### src/rtl/core/rcs_sqrt.sv
// Pipelined integer square root, one root bit per stage, with side payload.
`timescale 1ns / 1ps
module rcs_sqrt #(
	parameter int RW = 19,
	parameter int PW = 1
) (
	input  logic            clk,
	input  logic            arst_n,
	input  logic            en,
	input  logic [2*RW-1:0] rad,
	input  logic [PW-1:0]   pay,
	output logic [RW-1:0]   root,
	output logic [PW-1:0]   pay_out
);
	logic [2*RW-1:0] x_s [1:RW];
	logic [RW+1:0]   r_s [1:RW];
	logic [RW-1:0]   q_s [1:RW];
	logic [PW-1:0]   p_s [1:RW];

	for (genvar k = 1; k <= RW; k++) begin : g_stage
		logic [2*RW-1:0] x_p;
		logic [RW+1:0]   r_p;
		logic [RW-1:0]   q_p;
		logic [PW-1:0]   p_p;
		logic [RW+2:0]   t;
		logic [RW+2:0]   c;
		logic [RW+2:0]   diff;
		logic            ge;
		if (k == 1) begin : g_first
			always_comb begin
				x_p = rad;
				r_p = '0;
				q_p = '0;
				p_p = pay;
			end
		end else begin : g_next
			always_comb begin
				x_p = x_s[k-1];
				r_p = r_s[k-1];
				q_p = q_s[k-1];
				p_p = p_s[k-1];
			end
		end
		always_comb begin
			t    = {r_p[RW:0], x_p[2*RW-1:2*RW-2]};
			c    = {1'b0, q_p, 2'b01};
			diff = t - c;
			ge   = t >= c;
		end
		always_ff @(posedge clk or negedge arst_n) begin
			if (!arst_n) begin
				x_s[k] <= '0;
				r_s[k] <= '0;
				q_s[k] <= '0;
				p_s[k] <= '0;
			end else if (en) begin
				x_s[k] <= {x_p[2*RW-3:0], 2'b00};
				r_s[k] <= ge ? diff[RW+1:0] : t[RW+1:0];
				q_s[k] <= {q_p[RW-2:0], ge};
				p_s[k] <= p_p;
			end
		end
	end

	assign root    = q_s[RW];
	assign pay_out = p_s[RW];
endmodule

### config.mk
export PLATFORM = sky130hd
export DESIGN_NAME = rcs_sqrt
export DESIGN_NICKNAME = d
export VERILOG_FILES = /design/src/rtl/core/rcs_sqrt.sv
export SDC_FILE = /design/constraint.sdc
export NUM_CORES = 2
export LEC_CHECK = 0
export BUFFER_PORTS_ARGS = -buffer_cell sky130_fd_sc_hd__buf_2
export CELL_PAD_IN_SITES_DETAIL_PLACEMENT = 1
export CELL_PAD_IN_SITES_GLOBAL_PLACEMENT = 1
export CORE_MARGIN = 2
export CORE_UTILIZATION = 51
export CTS_CLUSTER_SIZE = 30
export DETAILED_ROUTE_END_ITERATION = 8
export HOLD_SLACK_MARGIN = 0.03
export PLACE_DENSITY_LB_ADDON = 0.15
export SLEW_MARGIN = 25
export SYNTH_ARGS = -nofsm -noshare
export SYNTH_HDL_FRONTEND = slang
export SYNTH_SLANG_ARGS = --single-unit
export TNS_END_PERCENT = 100
### constraint.sdc
create_clock -name clk -period 4.1 [get_ports clk]
set_input_delay 0 -clock clk [delete_from_list [all_inputs] [get_ports clk]]
set_output_delay 0 -clock clk [all_outputs]
set_load 0.05 [all_outputs]
* Word level (Yosys, flattened, before mapping)
Cells that the tools add are included.
Cells by class: muxes and demuxes 18, $lt $le $gt $ge 19, add/subtract/negate cells 18
Operators with widths (count):
- $mux 20 | 18
- $ge 22x10->1 | 1
- $ge 22x11->1 | 1
- $ge 22x12->1 | 1
- $ge 22x13->1 | 1
- $ge 22x14->1 | 1
- $ge 22x15->1 | 1
- $ge 22x16->1 | 1
- $ge 22x17->1 | 1
- $ge 22x18->1 | 1
- $ge 22x19->1 | 1
- $ge 22x20->1 | 1
- $ge 22x3->1 | 1
- $ge 22x4->1 | 1
- $ge 22x5->1 | 1
- $ge 22x6->1 | 1
- $ge 22x7->1 | 1
- $ge 22x8->1 | 1
- $ge 22x9->1 | 1
- $sub 20x10->20 | 1
- $sub 20x11->20 | 1
- $sub 20x12->20 | 1
- $sub 20x13->20 | 1
- $sub 20x14->20 | 1
- 14 further kinds | 14
Storage, ports and cells: input bits 42, flip-flop bits (word level) 911, word-level logic and storage cells 129, output and inout bits 20

* Logic depth before layout (Yosys ltp)
word-level depth 2, gate-level depth with buffers 13, depth with buffers taken out 12

* Worst setup path after synthesis
Ideal clock, no wire load.
kind flip-flop to flip-flop, from register r_s, in the netlist g_stage[16].r_p[8], to register r_s, in the netlist g_stage[17].r_p[0], arrival 2.829 ns, setup time 0.125 ns, data required time 3.975 ns, stages on the path, launching flop included 10, clock period less this slack 2.953 ns, buffers on the path 2, path slack 1.147 ns, path through dfrtp_1 -> ha_1 -> a2111oi_0 -> a311oi_1 -> a221o_1 -> or3_1 -> clkbuf_1 -> buf_1 -> xnor2_1 -> mux2_2
Between the ends: cells in the longest elaborated chain, start to end 2
RTL lines:
- start: declaration | line 16 | logic [RW+1:0] r_s [1:RW];
- start signal: indexed assignment | line 58 | r_s[k] <= ge ? diff[RW+1:0] : t[RW+1:0];
- $ge 22x17->1 | line 48 | ge = t >= c;
- $mux 20 | line 58
Every way passes these cells. A chain may end at the register's enable or synchronous reset.

* Worst setup path in the final report
from register r_s, in the netlist g_stage[16].r_p[8], to register r_s, in the netlist g_stage[17].r_p[17]
Between the ends: cells in the longest elaborated chain, start to end 2, elaborated cells on any way between the ends 3, those cells by class 1 x add/sub; 1 x order compare; 1 x mux
RTL lines (line):
- $sub 20x17->20 or $ge 22x17->1 (tied branches) | 47, 48
- $mux 20 (*) | 58
Mark *: on every way between the ends. The rest lies on a longest branch, timed or not.

==> summary.md <==
| Metric | Value |
|---|---|
| Antenna viol nets, final | 0 |
| Core Area | 88400 µm² |
| Hold Path Stages | 3 |
| Cts bufs inserted | 96 |
| Outcome | complete, no violations |
| FF-to-FF setup slack | 840 ps |
| Most frequent cells in the layout | dfrtp_1, nor2_1, a21oi_1 |
| Worst setup path start | g_stage[16].r_p[8] |
| Crit path kind | register to register |
| Nets@finish | 4800 |
| Met2 Use GR | 0.434 |
| Final WL | 116 mm |
| Worst Hold End | g_stage[2].x_p[35] |
| H-tree levels | 3 |
| GP Congestion | 0.848 |
| Synth area leaders | dfrtp_1, mux2_2, ha_1 |
| Share of the synthesized area in the top cell type | 0.489 |
| Req. time, crit path | 4640 ps |
| Clock buffer depth | 3 |
| Crit share post-route | 0.795 |
| Post-CTS Setup Inserts | 0 |
| Critical Path Start Type | register |
| Commonest non-fill, non-tap cell in the layout | dfrtp_1 |
| RSZ-0062 raised after global routing | false |
| Pwr Density | 742 nW/µm² |
| Synthesized area per cell | 10.1 µm² |
| Share of cells above drive strength 1 | 0.147 |
| Initial core utilization | 0.515 |
| R2R Path End | g_stage[17].r_p[17] |
| FMAX | 0.307 GHz |
| FF+latch count, synth | 888 |
| Worst-skew pair later-pin latency | 700 ps |
| Hold-fix buffers, CTS | 43 |
| Max-slew violation count | 0 |
| Worst Min Path Start | rad[33] |
| First-pass GRT wire length | 190 mm |
| Number of I/O pins | 62 |
| Final Hold Fails | 0 |
| Register area share after synthesis | 0.489 |
| Vias | 33000 |
| Total GRT Usage | 0.259 |
| Critical path arrival | 3800 ps |
| Initial antenna violation count | 3 |
| Warning count from the yosys run | 0 |
| Die Ht | 303 µm |
| Ys async rst share | 1.00 |
| Worst hold slack | 76.3 ps |
| DRT Pass-1 Iters | 5 |
| Vias in the first global route | 34800 |
| Main flop type after synthesis | dfrtp_1 |
| Hold WC Path Type | input port to register |
| CP max FO | 17 |
| Sequential power share | 0.374 |
| Fin crit period | 3260 ps |
| Psw | 14.4 mW |
| Syn nets | 4743 |
| Max cap viols | 0 |
| Vias per cell | 5.70 |
| Antenna Diode Count | 0 |
| Clock Sinks | 888 |
| Post-Syn Area | 45500 µm² |
| Root buf cell | clkbuf_16 |
| Total congestion overflow | 0 |
| Register-to-Register Path Depth | 9 |
| Clock Skew | 30.1 ps |
| Die width | 303 µm |
| Setup-failing EPs final | 0 |
| Die Area | 91600 µm² |
| Largest area contributor in the netlist | dfrtp_1 |
| DRC | 0 |
| Final HPWL DP | 79.5 mm |
| Post-synth EDFFs | 0 |
| Reg2reg start | g_stage[16].r_p[8] |
| Clock network fraction of design power | 0.235 |
| CTS tree | built |
| Crit path capture type | register |
| Quantity of gates resized following cts | 0 |
| Syn Inst Count | 4491 |
| Met3 global-route usage | 0.0306 |
| Routed length per placed instance | 20.1 µm |
| Area Overhead vs Synth | 11.6% |
| 1st-iter DRT viols | 1987 |
| Largest net degree at the start of global routing | 167 |
| Sum of negative setup slack | 0 ps |
| GR Util met1 | 0.356 |
| Leak Pwr | 22.0 nW |
| Port-buffer cells | 61 |
| Peak supply drop | 0.460 mV |
| Slew @ Worst Pin | 893 ps |
| Distinct cell type count after synthesis | 82 |
| Combinational share of power | 0.391 |
| GR peak layer | met2 |
| Slew HR | 0.405 |
| Net Sw Frac | 0.382 |
| P_int | 23.3 mW |
| Reg clk slew, reported paths | 70 ps |
| Row count | 109 |
-- cells in the mapped netlist (40+ instances only) --
cell,n
a21o_1,40
xnor2_1,159
mux2i_1,100
mux2_2,385
or3_1,41
nor2_1,444
clkbuf_1,177
xor2_1,89
a31oi_1,56
a21oi_1,390
nand2_1,340
ha_1,210
o21ai_0,298
nor3_1,87
inv_1,254
o21a_1,51
dfrtp_1,888
nand3_1,58
-- critical path: stages (launching register included) --
cell	delay (ps)
dfrtp_1	400
ha_1	400
a2111oi_0	600
a311oi_1	190
a221o_1	330
or3_1	510
buf_4	310
o211ai_1	130
xor2_1	170
a21oi_1	90
-- layer usage --
metal  vias to the layer above  routed length [µm]  share of wire
met2                       385               56400           0.48
met3                       168                3040          0.026
met1                     16600               53700           0.46
met4                         2                3260          0.028
met5                         -                  13        0.00011
li1                      15800                   -              -
-- worst max-delay path by stage --
stage / end / slack, ps / cells after the start
3_5_place_dp: g_stage[12].r_p[0] / 880 / 11
6_report: g_stage[17].r_p[17] / 840 / 9
3_3_place_gp: g_stage[17].r_p[17] / 960 / 9
4_1_cts: g_stage[12].r_p[0] / 840 / 11
2_1_floorplan: g_stage[17].r_p[0] / 1150 / 9
5_1_grt: g_stage[16].r_p[1] / 430 / 9
-- sequential cells by signal, summed over array words and instances (netlist names) --
| name | count |
|---|---|
| g_stage.p_p | 18 |
| g_stage.q_p | 171 |
| g_stage.r_p | 337 |
| g_stage.x_p | 342 |
| pay_out | 1 |
| root | 19 |
-- area by class of cell --
cell class,count,area (µm²)
Tap cell,1165,1460
Clock inverter,27,368
Timing Repair Buffer,155,1340
Inverter,255,957
Clock buffer,147,2820
Multi-Input combinational cell,3152,21600
Sequential cell,888,22200
Fill cell,9654,37600
-- logic make-up after synthesis --
| family | Yosys count | synth area share |
|---|---|---|
| multiplexers | 485 | 0.117 |
| buffers and inverters | 451 | 0.0377 |
| flip-flops | 888 | 0.489 |
| XOR/XNOR | 248 | 0.0478 |
| AND/OR/NAND/NOR | 1220 | 0.124 |
| adder cells (fa/ha/maj) | 210 | 0.0578 |
| AO/OA/AOI/OAI | 989 | 0.126 |
-- metrics by stage --
stage / util / area (µm²) / setup WS [ps] / total power [mW] / cells
after global placement: 0.533 / 47100 / 964 / 28.0 / 5572
final: 0.574 / 50700 / 839 / 37.6 / 5789
after detailed placement: 0.533 / 47100 / 883 / 28.7 / 5572
after CTS: 0.574 / 50700 / 838 / 37.8 / 5789
after global routing: 0.574 / 50700 / 435 / 40.3 / 5789
after floorplan: - / 45500 / 1150 / 24.3 / 4491
-- power groups by stage --
stage / clock network [mW] / logic [mW] / registers, mW
2_1_floorplan: 0 / 11.0 / 13.3
3_3_place_gp: 0 / 13.9 / 14.0
3_5_place_dp: 0 / 14.5 / 14.2
4_1_cts: 9.02 / 14.7 / 14.1
5_1_grt: 9.37 / 16.4 / 14.5
6_report: 8.83 / 14.7 / 14.1
Power figures use the tool's default switching activity.
