[src/rtl/core/rcs_div.sv]
// Pipelined restoring divider, one quotient bit per stage, with side payload.
`timescale 1ns / 1ps
module rcs_div #(
	parameter int NW = 29,
	parameter int DW = 13,
	parameter int PW = 1
) (
	input  logic          clk,
	input  logic          arst_n,
	input  logic          en,
	input  logic [NW-1:0] num,
	input  logic [DW-1:0] den,
	input  logic [PW-1:0] pay,
	output logic [NW-1:0] quo,
	output logic [PW-1:0] pay_out
);
	logic [NW-1:0] n_s [1:NW];
	logic [DW-1:0] r_s [1:NW];
	logic [DW-1:0] d_s [1:NW];
	logic [PW-1:0] p_s [1:NW];

	for (genvar k = 1; k <= NW; k++) begin : g_stage
		logic [NW-1:0] n_p;
		logic [DW-1:0] r_p;
		logic [DW-1:0] d_p;
		logic [PW-1:0] p_p;
		logic [DW:0]   trial;
		logic [DW:0]   diff;
		logic          ge;
		if (k == 1) begin : g_first
			always_comb begin
				n_p = num;
				r_p = '0;
				d_p = den;
				p_p = pay;
			end
		end else begin : g_next
			always_comb begin
				n_p = n_s[k-1];
				r_p = r_s[k-1];
				d_p = d_s[k-1];
				p_p = p_s[k-1];
			end
		end
		always_comb begin
			trial = {r_p, n_p[NW-1]};
			diff  = trial - {1'b0, d_p};
			ge    = trial >= {1'b0, d_p};
		end
		always_ff @(posedge clk or negedge arst_n) begin
			if (!arst_n) begin
				n_s[k] <= '0;
				r_s[k] <= '0;
				d_s[k] <= '0;
				p_s[k] <= '0;
			end else if (en) begin
				n_s[k] <= {n_p[NW-2:0], ge};
				r_s[k] <= ge ? diff[DW-1:0] : trial[DW-1:0];
				d_s[k] <= d_p;
				p_s[k] <= p_p;
			end
		end
	end

	assign quo     = n_s[NW];
	assign pay_out = p_s[NW];
endmodule

[config.mk]
export PLATFORM = sky130hd
export DESIGN_NAME = rcs_div
export DESIGN_NICKNAME = d
export VERILOG_FILES = /design/src/rtl/core/rcs_div.sv
export SDC_FILE = /design/constraint.sdc
export NUM_CORES = 2
export LEC_CHECK = 0
export ABC_AREA = 1
export BUFFER_PORTS_ARGS = -buffer_cell sky130_fd_sc_hd__buf_2
export CAP_MARGIN = 20
export CORE_MARGIN = 8
export CORE_UTILIZATION = 55
export DETAILED_ROUTE_END_ITERATION = 8
export HOLD_SLACK_MARGIN = 0.15
export PLACE_DENSITY_LB_ADDON = 0.08
export REMOVE_ABC_BUFFERS = 1
export SYNTH_ARGS = -nofsm -noshare
export SYNTH_HDL_FRONTEND = slang
export SYNTH_SLANG_ARGS = --single-unit
[constraint.sdc]
create_clock -name clk -period 4.1 [get_ports clk]
set_input_delay 1.23 -clock clk [delete_from_list [all_inputs] [get_ports clk]]
set_output_delay 1.23 -clock clk [all_outputs]
set_load 0.02 [all_outputs]
# Word level (Yosys, flattened, before mapping)
# Cells that the tools add are included.
# word_totals
regBits	1598
latch_bits	0
mem_bits_rw	0
rom_bits	0
word_cells	199
memories	0
# op_classes
add_sub_neg	28
mul	0
n_div	0
magnitude_cmp	29
eq_ne	0
shift	0
muxes	28
bitwise	0
n_reduce_logical	0
# op_table
operator	count
$ge A14 B13 Y1	28
$mux W13	28
$sub A13 B13 Y13	27
$ge A1 B13 Y1	1
$sub A1 B13 Y13	1

# Logic depth before layout (Yosys ltp)
# depth
ltp_word	2
mapped_depth	15
mapped_depth_nobuf	14

# Worst setup path after synthesis
# No wires, ideal clock.
# synth_path
path_kind	input port to flip-flop
from	in num[28]
to	reg r_s, in the netlist g_stage[2].r_p[11]
t_arrival_ps	2207
required_time_ps	4032
setup_slack_ps	1826
cell_stages	8
path_buffers	0
cell_sequence	inv_1 ha_1 o211ai_1 nor3_1 nand2_1 nor2_1 nand3_1 nand2_1
# synth_between
elab_chain_len	2
# synth_lines
item	line	source
start: declaration	11	input logic [NW-1:0] num,
$sub A1 B13 Y13 / $ge A1 B13 Y1 (equally long branches)	47, 48	
$mux W13 (*)	58	r_s[k] <= ge ? diff[DW-1:0] : trial[DW-1:0];
end signal: indexed assignment	58	
end: declaration	18	logic [DW-1:0] r_s [1:NW];
# Mark *: on every way between the ends. The rest lies on a longest branch, timed or not.
# A chain may end at the register's enable or synchronous reset.

# Worst setup path in the final report
# layout_path
from	reg n_s, in the netlist g_stage[13].n_p[28]
to	reg r_s, in the netlist g_stage[14].r_p[5]
# layout_between
elab_chain_len	2
# layout_lines
item	line	source
start: declaration	17	logic [NW-1:0] n_s [1:NW];
start signal: indexed assignment	57	n_s[k] <= {n_p[NW-2:0], ge};
$sub A13 B13 Y13 / $ge A14 B13 Y1 (equally long branches)	47, 48	
$mux W13 (*)	58	
# Marks and branches as above.

==> results.py <==
metrics = {
    "layout": {
        "sequential_cell_area_sq_mm": 0.0400,
        "nFillCells": 14258,
        "multiInputGateArea_sq_mm": 0.0381,
        "drive_above_1_share_pct": 5.25,
        "num-nets-final": 11679,
        "layout.cells.most_common": "sky130_fd_sc_hd__nand2_1",
        "layout.cell_area.non_filler_sq_mm": 0.0932,
        "insertedDiodeCount": 0,
        "final_cell_mix": "sky130_fd_sc_hd__nand2_1, sky130_fd_sc_hd__dfrtp_1, sky130_fd_sc_hd__inv_1",
        "area_growth_pct": 9.84,
    },
    "sta": {
        "tightestPinTransition_ns": 0.826,
        "final-hold-violation-count": 0,
        "least_setup_slack_across_all_paths_after_layout_ns": 1.40,
        "layout_min_cycle_time_ns": 2.70,
        "highest_achievable_clock_rate_mhz": 370,
        "final-setup-viol-count": 0,
        "setup_total_negative_slack_ns": 0,
        "final_min_period_over_clock_period_pct": 65.8,
        "timing.max_slew.rel_slack_pct": 44.9,
        "rsz_0062_raised_after_global_routing": "false",
        "clock-skew-final_ns": 0.0239,
        "timing.final.max_slew_violations": 0,
    },
    "clock_network": {
        "cts.path.max_buffers": 3,
        "cts_setup_buffers": 0,
        "cts_hold_repair.buffers": 0,
        "tritoncts_clock_tree": "yes",
        "cts-buffers-inserted": 173,
        "clockRootBuffer": "sky130_fd_sc_hd__clkbuf_16",
        "cts.sink_count": 1598,
        "clk_latency_ns": 0.81,
        "cts_resized": 0,
        "worst_setup_hold_path_clk_slew_ns": 0.06,
        "ctsHtreeMaxLevel": 4,
    },
    "detailed_routing": {
        "via_per_inst": 5.21,
        "post_drt_wl_per_cell_um": 15.5,
        "firstDrtPassIters": 6,
        "post-route-drc-count": 0,
        "finalWirelength_um": 208000,
        "route.vias.total": 70018,
        "initialDrtViolationCount": 5366,
        "route.antenna.remaining_nets": 0,
    },
    "logic_synthesis": {
        "synth.distinct_cells": 45,
        "synth_edf_count": 0,
        "post_synth_fa_ha_maj_area_fraction_pct": 6.03,
        "synth_compound_area_share_pct": 3.84,
        "main_combinational_cell_family_by_area_after_synthesis": "simple AND/OR/NAND/NOR gates",
        "synthArstFlopShare_pct": 100,
        "register_bit_total_from_synthesis": 1598,
        "sequential_element_share_of_the_synthesized_area_pct": 47.1,
        "synth.avg_cell_area_sq_um": 7.53,
        "yosysTopAreaCell": "sky130_fd_sc_hd__dfrtp_1",
        "yosys_warnings": 0,
        "synthSimpleGateAreaFrac_pct": 33.5,
        "synth.top_cell.area_share_pct": 47.1,
        "netlist_area_sq_mm": 0.0849,
        "synth_flop_type": "sky130_fd_sc_hd__dfrtp_1",
        "synth_xor_xnor_area_share_pct": 1.52,
        "netlist_top_cells_area": "sky130_fd_sc_hd__dfrtp_1, sky130_fd_sc_hd__nand2_1, sky130_fd_sc_hd__nand3_1",
        "syn_inst": 11278,
        "synthMuxAreaShare_pct": 0,
    },
    "critical_path": {
        "critical_path.max_fanout": 12,
        "critPathArrivalTime_ns": 3.42,
        "crit_path_start_kind": "register",
        "crit_path_max_incr_delay_ns": 0.46,
        "worst_path_most_repeated_cell": "sky130_fd_sc_hd__nand2_1",
        "worst-endpoint-required_ns": 4.82,
        "worstPathCellList": "inv_1 > ha_1 > inv_1 > fa_1 > nand2_1 > nand2_1 > nand3b_1 > nand2_1 > nand2_1 > nand3_1 > nor2_1 > nand2_1 > nand3_1",
        "class_of_the_most_critical_setup_path": "register to register",
        "cpMaxStageDelayCell": "sky130_fd_sc_hd__nor2_1",
        "worst_setup_path_end_kind": "register",
    },
    "run_status": {
        "status": "finished clean",
    },
    "power": {
        "peakVddDrop_mv": 0.482,
        "leakage_uw": 0.0511,
        "power_switching_share_pct": 41.8,
        "clock_power_share_pct": 24.0,
        "total_power_uw": 66400,
        "power.internal_uw": 38700,
        "cellPowerDensity_mw_per_mm2": 712,
        "sw_pwr_uw": 27700,
        "combPwrFrac_pct": 42.3,
        "seqPwrFrac_pct": 33.7,
    },
    "global_routing": {
        "grt_max_degree": 179,
        "grt_pass1_vias": 67854,
        "grt_antenna_before_repair": 0,
        "global_route_wire_length_before_repair_um": 350000,
        "grt_overflow_total": 0,
        "track_usage_pct": 24.7,
    },
    "die": {
        "die_area_sq_mm": 0.167,
        "chipWidth_um": 409,
        "floorplan.initialDensity_pct": 55.2,
        "floorplan.io_pins": 76,
        "die_h_um": 409,
        "design.core.area_sq_mm": 0.154,
        "rows": 144,
    },
    "placement": {
        "dp_hpwl_um": 151000,
        "buffer_ports.inserted": 75,
        "routability_congestion_estimate": 0.903,
        "place_ws_ns": 1.10,
        "placed_cell_area_sq_mm": 0.0873,
    },
    "min_path": {
        "hp-class": "register to register",
    },
    "job": {
        "max_cap_viol_count": 0,
    },
}
==> power by group through the flow <==
| stage | clock (uW) | combinational, uW | sequential, uW |
|---|---|---|---|
| after floorplan | 0 | 21200 | 21400 |
| after global placement | 0 | 27400 | 22600 |
| after detailed placement | 0 | 27800 | 22600 |
| after CTS | 16400 | 28000 | 22400 |
| after global routing | 17000 | 32300 | 22800 |
| final | 16000 | 28100 | 22400 |
==> cells by family after synthesis <==
| logic type | after synthesis |
|---|---|
| adder cells (fa/ha/maj) | 393 |
| AND/OR/NAND/NOR | 6852 |
| AO/OA/AOI/OAI | 630 |
| XOR/XNOR | 147 |
| flip-flops | 1598 |
| buffers and inverters | 1658 |
==> worst max-delay path: cells and delay by family, from the launching register on <==
kind | cells | cell delay, ns
adder cells (fa/ha/maj) | 2 | 0.55
buffers and inverters | 2 | 0.18
flip-flops | 1 | 0.40
AND/OR/NAND/NOR | 9 | 1.49
==> sequential cells by signal, indices dropped and copies added (netlist names) <==
signal and count:
g_stage.r_p 364, pay_out 1, quo 29, g_stage.p_p 28, g_stage.d_p 364, g_stage.n_p 812
==> area by class of cell <==
class / instances / area share, %
clock buffer: 252 / 5.44
clock inverter: 68 / 0.882
inverter: 1218 / 4.91
multi-input combinational: 8022 / 40.8
sequential: 1598 / 42.9
tap: 2044 / 2.74
timing repair buffer: 227 / 2.32
==> metrics by stage <==
step           hold WS (ns)  utilization (%)  cells
6_report              0.466             60.7  13429
5_1_grt               0.478             60.7  13429
4_1_cts               0.449             60.7  13429
3_5_place_dp          0.455             56.8  13109
3_3_place_gp          0.447             56.8  13109
2_1_floorplan         0.442                -  10838
==> per-layer routing <==
layer  track usage, %  vias to the layer above  share of wire (%)
met1             36.0                    32992                 48
met5                0                        -                  0
li1                 -                    35457                  -
met4             6.52                        0                2.4
met2             39.5                     1263                 46
met3             2.84                      306                3.7
==> cell usage after synthesis (all sizes together) (28+ instances only) <==
master,n
inv,1218
o21ai,444
nand2,4995
nand4,395
nand3,971
buf,307
clkbuf,133
a21oi,144
xor2,128
nor2,414
nor3,28
dfrtp,1598
ha,366
==> worst paths after layout <==
check                                         start                 end  slack [ns]  depth (start not counted)
worst max-delay path            g_stage[13].n_p[28]  g_stage[14].r_p[5]        1.40                         13
worst min-delay path                        quo[16]             quo[16]        0.47                          2
worst max register to register  g_stage[13].n_p[28]  g_stage[14].r_p[5]        1.40                         13
worst min register to register              quo[16]             quo[16]        0.47                          2
max in group asynchronous                    arst_n   g_stage[2].d_p[8]        2.59                          3
min in group asynchronous                    arst_n  g_stage[20].r_p[7]        0.48                          1
(Power assumes the default switching activity.)
